### config.mk
export PLATFORM = sky130hd
export DESIGN_NAME = msxt_ctrl
export DESIGN_NICKNAME = d
export VERILOG_FILES = /design/src/msxt_pkg.sv /design/src/msxt_ctrl.sv
export SDC_FILE = /design/constraint.sdc
export NUM_CORES = 1
export LEC_CHECK = 0
export BUFFER_PORTS_ARGS = -buffer_cell sky130_fd_sc_hd__buf_2
export CAP_MARGIN = 20
export CORE_MARGIN = 1.5
export CORE_UTILIZATION = 50
export CTS_BUF_LIST = sky130_fd_sc_hd__clkbuf_16
export DETAILED_ROUTE_END_ITERATION = 16
export PLACE_DENSITY = 0.7
export SETUP_SLACK_MARGIN = 0.15
export SLEW_MARGIN = 20
export SYNTH_ARGS = -nofsm -noshare
export SYNTH_HDL_FRONTEND = slang
export SYNTH_SLANG_ARGS = --single-unit
export TNS_END_PERCENT = 20
### constraint.sdc
create_clock -name clk -period 6.1 [get_ports clk]
set_input_delay 1.525 -clock clk [delete_from_list [all_inputs] [get_ports clk]]
set_output_delay 1.525 -clock clk [all_outputs]
set_load 0.02 [all_outputs]
### src/msxt_pkg.sv
// shared types and constants for the max subarray xor trie block
// no dependencies; imported by every module of the block
package msxt_pkg;

	// width of one array element and of the result value
	localparam int VALUE_W = 30;
	// stream data width, element padded to whole bytes
	localparam int TDATA_W = 32;

	// node memory control from the sequencer
	typedef struct packed {
		logic rd_en;
		logic wr_en0;
		logic wr_en1;
	} mem_ctl_t;

	// one result item
	typedef struct packed {
		logic [VALUE_W-1:0] best_xor;
		logic               set_done;
		logic               store_full;
	} result_t;

endpackage

### src/msxt_ctrl.sv
// sequencer: prefix xor, trie insert walk, node allocation, greedy query walk,
// running best and set restart; depends on msxt_pkg, drives msxt_node_mem
module msxt_ctrl import msxt_pkg::*; #(
	parameter int KEY_BITS   = 30,
	parameter int NODE_DEPTH = 32768,
	parameter int NODE_W     = 14
) (
	input  logic               clk,
	input  logic               arst_n,
	input  logic               in_valid,
	output logic               in_ready,
	input  logic [VALUE_W-1:0] in_value,
	input  logic               in_last,
	output logic               res_valid,
	input  logic               res_ready,
	output result_t            res,
	output mem_ctl_t           mem_ctl,
	output logic [NODE_W-1:0]  rd_node,
	output logic [NODE_W-1:0]  wr_node,
	output logic [NODE_W-1:0]  wr_data,
	input  logic [NODE_W-1:0]  rd_child0,
	input  logic [NODE_W-1:0]  rd_child1
);

	localparam int NODE_CAP = NODE_DEPTH / 2;
	localparam int CW = $clog2(NODE_CAP + 1);
	localparam int LW = $clog2(KEY_BITS + 1);
	localparam int BW = $clog2(KEY_BITS);
	localparam int SW = ((CW > LW) ? CW : LW) + 1;

	typedef enum logic [8:0] {
		S_IDLE       = 9'b000000001,
		S_CLR_ROOT   = 9'b000000010,
		S_INS_READ   = 9'b000000100,
		S_INS_WALK   = 9'b000001000,
		S_ALLOC_CLR  = 9'b000010000,
		S_ALLOC_LINK = 9'b000100000,
		S_QRY_READ   = 9'b001000000,
		S_QRY_WALK   = 9'b010000000,
		S_FINISH     = 9'b100000000
	} state_t;

	state_t              state_q;
	logic [VALUE_W-1:0]  prefix_q;
	logic [VALUE_W-1:0]  best_q;
	logic                full_q;
	logic                last_q;
	logic                seed_q;
	logic [KEY_BITS-1:0] key_q;
	logic [KEY_BITS-1:0] acc_q;
	logic [NODE_W-1:0]   node_q;
	logic [LW-1:0]       lvl_q;
	logic [CW-1:0]       used_q;

	logic [VALUE_W-1:0]  prefix_next;
	logic [KEY_BITS-1:0] key_next;
	logic [VALUE_W-1:0]  acc_val;
	logic [VALUE_W-1:0]  best_new;
	logic [LW-1:0]       lvl_dec;
	logic [BW-1:0]       bidx;
	logic                key_bit;
	logic                lvl_zero;
	logic                fits;
	logic [NODE_W-1:0]   child_same;
	logic [NODE_W-1:0]   child_opp;
	logic [NODE_W-1:0]   new_node;
	state_t              after_insert;

	// key is the prefix resized to the key width
	assign prefix_next = prefix_q ^ in_value;
	for (genvar i = 0; i < KEY_BITS; i++) begin : g_key
		if (i < VALUE_W) begin : g_val
			assign key_next[i] = prefix_next[i];
		end else begin : g_zero
			assign key_next[i] = 1'b0;
		end
	end

	// query result resized back to the value width
	for (genvar i = 0; i < VALUE_W; i++) begin : g_acc
		if (i < KEY_BITS) begin : g_key_bit
			assign acc_val[i] = acc_q[i];
		end else begin : g_zero
			assign acc_val[i] = 1'b0;
		end
	end

	// current level decode and child selection
	assign lvl_dec    = lvl_q - LW'(1);
	assign bidx       = lvl_dec[BW-1:0];
	assign key_bit    = key_q[bidx];
	assign lvl_zero   = (lvl_q == '0);
	assign child_same = key_bit ? rd_child1 : rd_child0;
	assign child_opp  = key_bit ? rd_child0 : rd_child1;
	assign new_node   = used_q[NODE_W-1:0];

	// remaining levels need that many new nodes
	assign fits = (SW'(used_q) + SW'(lvl_q)) <= SW'(NODE_CAP);

	assign best_new     = (acc_val > best_q) ? acc_val : best_q;
	assign after_insert = seed_q ? S_IDLE : S_QRY_READ;

	// memory requests
	always_comb begin
		mem_ctl = '0;
		rd_node = '0;
		wr_node = '0;
		wr_data = '0;
		case (state_q)
			S_CLR_ROOT: begin
				mem_ctl.wr_en0 = 1'b1;
				mem_ctl.wr_en1 = 1'b1;
			end
			S_INS_READ, S_QRY_READ: begin
				mem_ctl.rd_en = 1'b1;
			end
			S_INS_WALK: begin
				if (!lvl_zero && child_same != '0) begin
					mem_ctl.rd_en = 1'b1;
					rd_node       = child_same;
				end
			end
			S_ALLOC_CLR: begin
				mem_ctl.wr_en0 = 1'b1;
				mem_ctl.wr_en1 = 1'b1;
				wr_node        = new_node;
			end
			S_ALLOC_LINK: begin
				mem_ctl.wr_en0 = !key_bit;
				mem_ctl.wr_en1 = key_bit;
				wr_node        = node_q;
				wr_data        = new_node;
			end
			S_QRY_WALK: begin
				if (!lvl_zero && child_opp != '0) begin
					mem_ctl.rd_en = 1'b1;
					rd_node       = child_opp;
				end else if (!lvl_zero && child_same != '0) begin
					mem_ctl.rd_en = 1'b1;
					rd_node       = child_same;
				end
			end
			default: begin
			end
		endcase
	end

	// sequencer state
	always_ff @(posedge clk or negedge arst_n) begin
		if (!arst_n) begin
			state_q <= S_CLR_ROOT;
		end else begin
			case (state_q)
				S_IDLE: begin
					if (in_valid) begin
						state_q <= S_INS_READ;
					end
				end
				S_CLR_ROOT: begin
					state_q <= S_INS_READ;
				end
				S_INS_READ: begin
					state_q <= S_INS_WALK;
				end
				S_INS_WALK: begin
					if (lvl_zero) begin
						state_q <= after_insert;
					end else if (child_same == '0) begin
						state_q <= fits ? S_ALLOC_CLR : after_insert;
					end
				end
				S_ALLOC_CLR: begin
					state_q <= S_ALLOC_LINK;
				end
				S_ALLOC_LINK: begin
					state_q <= (lvl_q == LW'(1)) ? after_insert : S_ALLOC_CLR;
				end
				S_QRY_READ: begin
					state_q <= S_QRY_WALK;
				end
				S_QRY_WALK: begin
					if (lvl_zero || (child_opp == '0 && child_same == '0)) begin
						state_q <= S_FINISH;
					end
				end
				S_FINISH: begin
					if (res_ready) begin
						state_q <= last_q ? S_CLR_ROOT : S_IDLE;
					end
				end
				default: begin
					state_q <= S_CLR_ROOT;
				end
			endcase
		end
	end

	// datapath registers
	always_ff @(posedge clk) begin
		case (state_q)
			S_IDLE: begin
				if (in_valid) begin
					prefix_q <= prefix_next;
					key_q    <= key_next;
					last_q   <= in_last;
					seed_q   <= 1'b0;
				end
			end
			S_CLR_ROOT: begin
				prefix_q <= '0;
				best_q   <= '0;
				full_q   <= 1'b0;
				key_q    <= '0;
				seed_q   <= 1'b1;
				used_q   <= CW'(1);
			end
			S_INS_READ, S_QRY_READ: begin
				node_q <= '0;
				lvl_q  <= LW'(KEY_BITS);
				acc_q  <= '0;
			end
			S_INS_WALK: begin
				if (!lvl_zero) begin
					if (child_same != '0) begin
						node_q <= child_same;
						lvl_q  <= lvl_dec;
					end else if (!fits) begin
						full_q <= 1'b1;
					end
				end
			end
			S_ALLOC_LINK: begin
				node_q <= new_node;
				used_q <= used_q + CW'(1);
				lvl_q  <= lvl_dec;
			end
			S_QRY_WALK: begin
				if (!lvl_zero) begin
					if (child_opp != '0) begin
						acc_q[bidx] <= 1'b1;
						node_q      <= child_opp;
						lvl_q       <= lvl_dec;
					end else if (child_same != '0) begin
						node_q <= child_same;
						lvl_q  <= lvl_dec;
					end
				end
			end
			S_FINISH: begin
				if (res_ready) begin
					best_q <= best_new;
				end
			end
			default: begin
			end
		endcase
	end

	// handshakes and result
	assign in_ready       = (state_q == S_IDLE);
	assign res_valid      = (state_q == S_FINISH);
	assign res.best_xor   = best_new;
	assign res.set_done   = last_q;
	assign res.store_full = full_q;

endmodule

==> summary.md <==
| Metric | Value |
|---|---|
| Number of global-route vias before repair | 6469 |
| Post-synthesis sequential area ratio | 0.450 |
| Initial antenna violation count | 0 |
| Max cap viols | 0 |
| CP Class | reg2out |
| Avg Cell Area, Syn | 10.3 um^2 |
| Hold_sp | seed_q$_DFFE_PP_ |
| Max Freq | 0.175 GHz |
| Placed cell count | 1207 |
| Avg Vias per Cell | 5.79 |
| Slowest CP cell | edfxtp_1 |
| Die X | 137 um |
| Synthesized instance count | 874 |
| Most used DFF post-synth | edfxtp_1 |
| DIE HEIGHT | 137 um |
| Synthesis-stage register bit count | 136 |
| Max IR drop VDD | 0.348 mV |
| CP required | 4580 ps |
| Gr usage total | 0.237 |
| Slew @ Worst Pin | 749 ps |
| RSZ-0062 raised after global routing | no |
| Die area | 18700 um^2 |
| Share of cells above drive strength 1 | 0.242 |
| Max clock buf depth | 2 |
| Status | finished clean |
| Final wirelength | 22.0 mm |
| Arr. time, crit path | 4180 ps |
| # fillers | 1516 |
| Synth unique cells | 71 |
| First-pass GRT wire length | 34.2 mm |
| Area of the multi-input gates | 4510 um^2 |
| Final Max Slew Viols | 0 |
| Setup crit start | lvl_q[1]$_DFFE_PP_ |
| Top cells by area in the synthesized netlist | edfxtp_1 (43%), ha_1 (5.9%), nor2_1 (4.4%) |
| Gpl congestion | 0.867 |
| Fin crit share | 0.935 |
| R2r startpoint | lvl_q[1]$_DFFE_PP_ |
| Synthesized cell area | 8970 um^2 |
| Min Tclk post-route | 5710 ps |
| Cts bufs inserted | 17 |
| Max transition margin | 0.499 |
| Final setup fails | 0 |
| Routed length per instance | 17.7 um |
| Fin Clk Skew | 9.47 ps |
| # nets final | 1109 |
| Register area | 4040 um^2 |
| Synthesis-to-layout area growth | 16.8% |
| Yosys top cell area share | 0.425 |
| Drt first-iter violations | 657 |
| Non-Filler Instances | 1241 |
| Worst Hold Slack | 482 ps |
| Critical-path cell list | inv_1, ha_2, xor2_1, a31oi_1, a21oi_1, a2111oi_4, buf_4, buf_4, o21ai_0, a21oi_1, nor2_1, a22o_1, buf_2 |
| Async SR Flop Fraction | 0.0662 |
| Critical Path Stages | 13 |
| Synth Area in Simple Gates | 0.171 |
| R2r worst-path depth | 13 |
| Largest net degree at the start of global routing | 49 |
| Sink Count | 136 |
| Yosys warning total | 0 |
| Post-Synth XOR/XNOR Area | 0.0487 |
| Worst-path clk slew | 60 ps |
| H-Tree Depth | 4 |
| Leading area contributor after synthesis | edfxtp_1 |
| Final ANT Viol Nets | 0 |
| Largest family of logic cells by synthesized area | simple AND/OR/NAND/NOR gates |
| Starting density of the core | 0.515 |
| CP bufs+invs | 4 |
| Final antenna diode count | 0 |
| CP max FO | 31 |
| Cell row count | 48 |
| Post-route setup TNS | 0 ps |
| Worst-skew pair later-pin latency | 420 ps |
| Synth Area in Compound Gates | 0.139 |
| Total core area | 17400 um^2 |
| Post-synthesis mux area share | 0.0773 |
| I/O pin total | 142 |
| PD cells | 516 nW/um^2 |
| DRC viols | 0 |
| CP endpoint kind | output port |
| R2r setup slk | 2120 ps |
| Syn nets | 980 |
| Worst Setup EP | rd_node[1] |
| CP max stage delay | 560 ps |
| Port Buffers | 141 |
| Dpl hpwl | 15.6 mm |
| CTS tree | done |
| Tot Pwr | 5.41 mW |
| Count of final hold-check violations | 0 |
| Leak Pwr | 4.52 nW |
| Clk root buf | clkbuf_16 |
| CP Launch Type | flop |
| GRT overflow | 0 |
| DR vias | 7191 |
| Worst min path class | reg2reg |
| Pre-antenna DRT Iters | 8 |
| R2r endpoint | state_q[6]$_DFFE_PN0P_ |
| Post-synthesis adder-cell area fraction | 0.0608 |
| Post-synth EDFFs | 127 |
| CP top delay family | compound AO/OA/AOI/OAI gates |
kinds of logic (layout without fill, tap and decap cells):
| group | Yosys count | after routing |
|---|---|---|
| muxes | 57 | 57 |
| buffers and inverters | 114 | 256 |
| xor gates and xnor gates | 49 | 49 |
| and+or+nand+nor | 307 | 307 |
| DFF | 136 | 136 |
| AOI/OAI and AO/OA | 168 | 168 |
| adders and majority gates | 43 | 43 |
layout by cell type, fill, tap and decap left out, drive strengths merged, types with 20 or more instances in the layout:
cell type,instances
nor2b,20
nor2,106
inv,66
mux2i,25
a22o,28
mux2,25
xnor2,40
buf,159
ha,42
nand2,55
and2,37
a21oi,46
edfxtp,127
registers in the layout (all words and copies together), names as in the netlist:
register and cells:
acc_q 30, best_q 30, full_q 1, key_q 30
last_q 1, lvl_q 5, node_q 14, seed_q 1
state_q 9, used_q 15
cells in the mapped netlist, types with 14 or more instances:
| cell | number |
|---|---|
| and2_1 | 37 |
| a22o_1 | 28 |
| nand3_1 | 18 |
| ha_1 | 42 |
| nor2b_1 | 20 |
| xnor2_1 | 39 |
| mux2i_1 | 24 |
| a21oi_1 | 45 |
| inv_1 | 65 |
| o221ai_1 | 16 |
| a221oi_1 | 14 |
| nand2_1 | 55 |
| mux2_2 | 25 |
| clkbuf_1 | 29 |
| edfxtp_1 | 127 |
| nor2_1 | 105 |
worst min path at each step:
stage | to | slack (ps) | cells past startpoint
after global placement | state_q[6]$_DFFE_PN0P_ | 470 | 1
after floorplan | state_q[6]$_DFFE_PN0P_ | 410 | 1
after detailed placement | state_q[6]$_DFFE_PN0P_ | 470 | 1
after global routing | state_q[6]$_DFFE_PN0P_ | 490 | 1
final | state_q[6]$_DFFE_PN0P_ | 480 | 1
after CTS | state_q[6]$_DFFE_PN0P_ | 480 | 1
stage by stage:
stage,utilization,setup slack [ps],cell area (um^2)
after floorplan,-,1390,8970
after global placement,0.567,692,9880
after detailed placement,0.567,570,9880
after CTS,0.600,260,10400
after global routing,0.602,147,10500
final,0.602,394,10500
layout make-up:
cell class / count / share of cell area
timing repair buffer: 159 / 0.0802
clock buffer: 17 / 0.0406
tap: 225 / 0.0269
inverter: 65 / 0.0233
multi-input combinational: 624 / 0.430
clock inverter: 15 / 0.0131
sequential: 136 / 0.386
routing by layer:
metal,up-vias,routed length (um),track usage,share of wire
met4,0,312,0.0637,0.014
met5,-,0,0,0
met2,245,10100,0.355,0.46
li1,3460,-,-,-
met1,3462,10400,0.351,0.47
met3,24,1240,0.0456,0.056
report_power, final:
group / switching (mW) / leakage [nW] / internal, mW
clock network: 0.400 / 0.277 / 0.594
registers: 0.329 / 1.33 / 1.56
logic: 1.49 / 2.91 / 1.03
total: 2.22 / 4.52 / 3.19
timing repair:
| action | in CTS | in global routing |
|---|---|---|
| gates cloned | 0 | 0 |
| setup buffers | 0 | 2 |
| pin swaps | 0 | 1 |
| endpoints found under the setup margin | 8 | 14 |
| resized for setup | 1 | 1 |
| hold buffers | 0 | 0 |
Note: power is estimated with default switching activity, not from simulation.
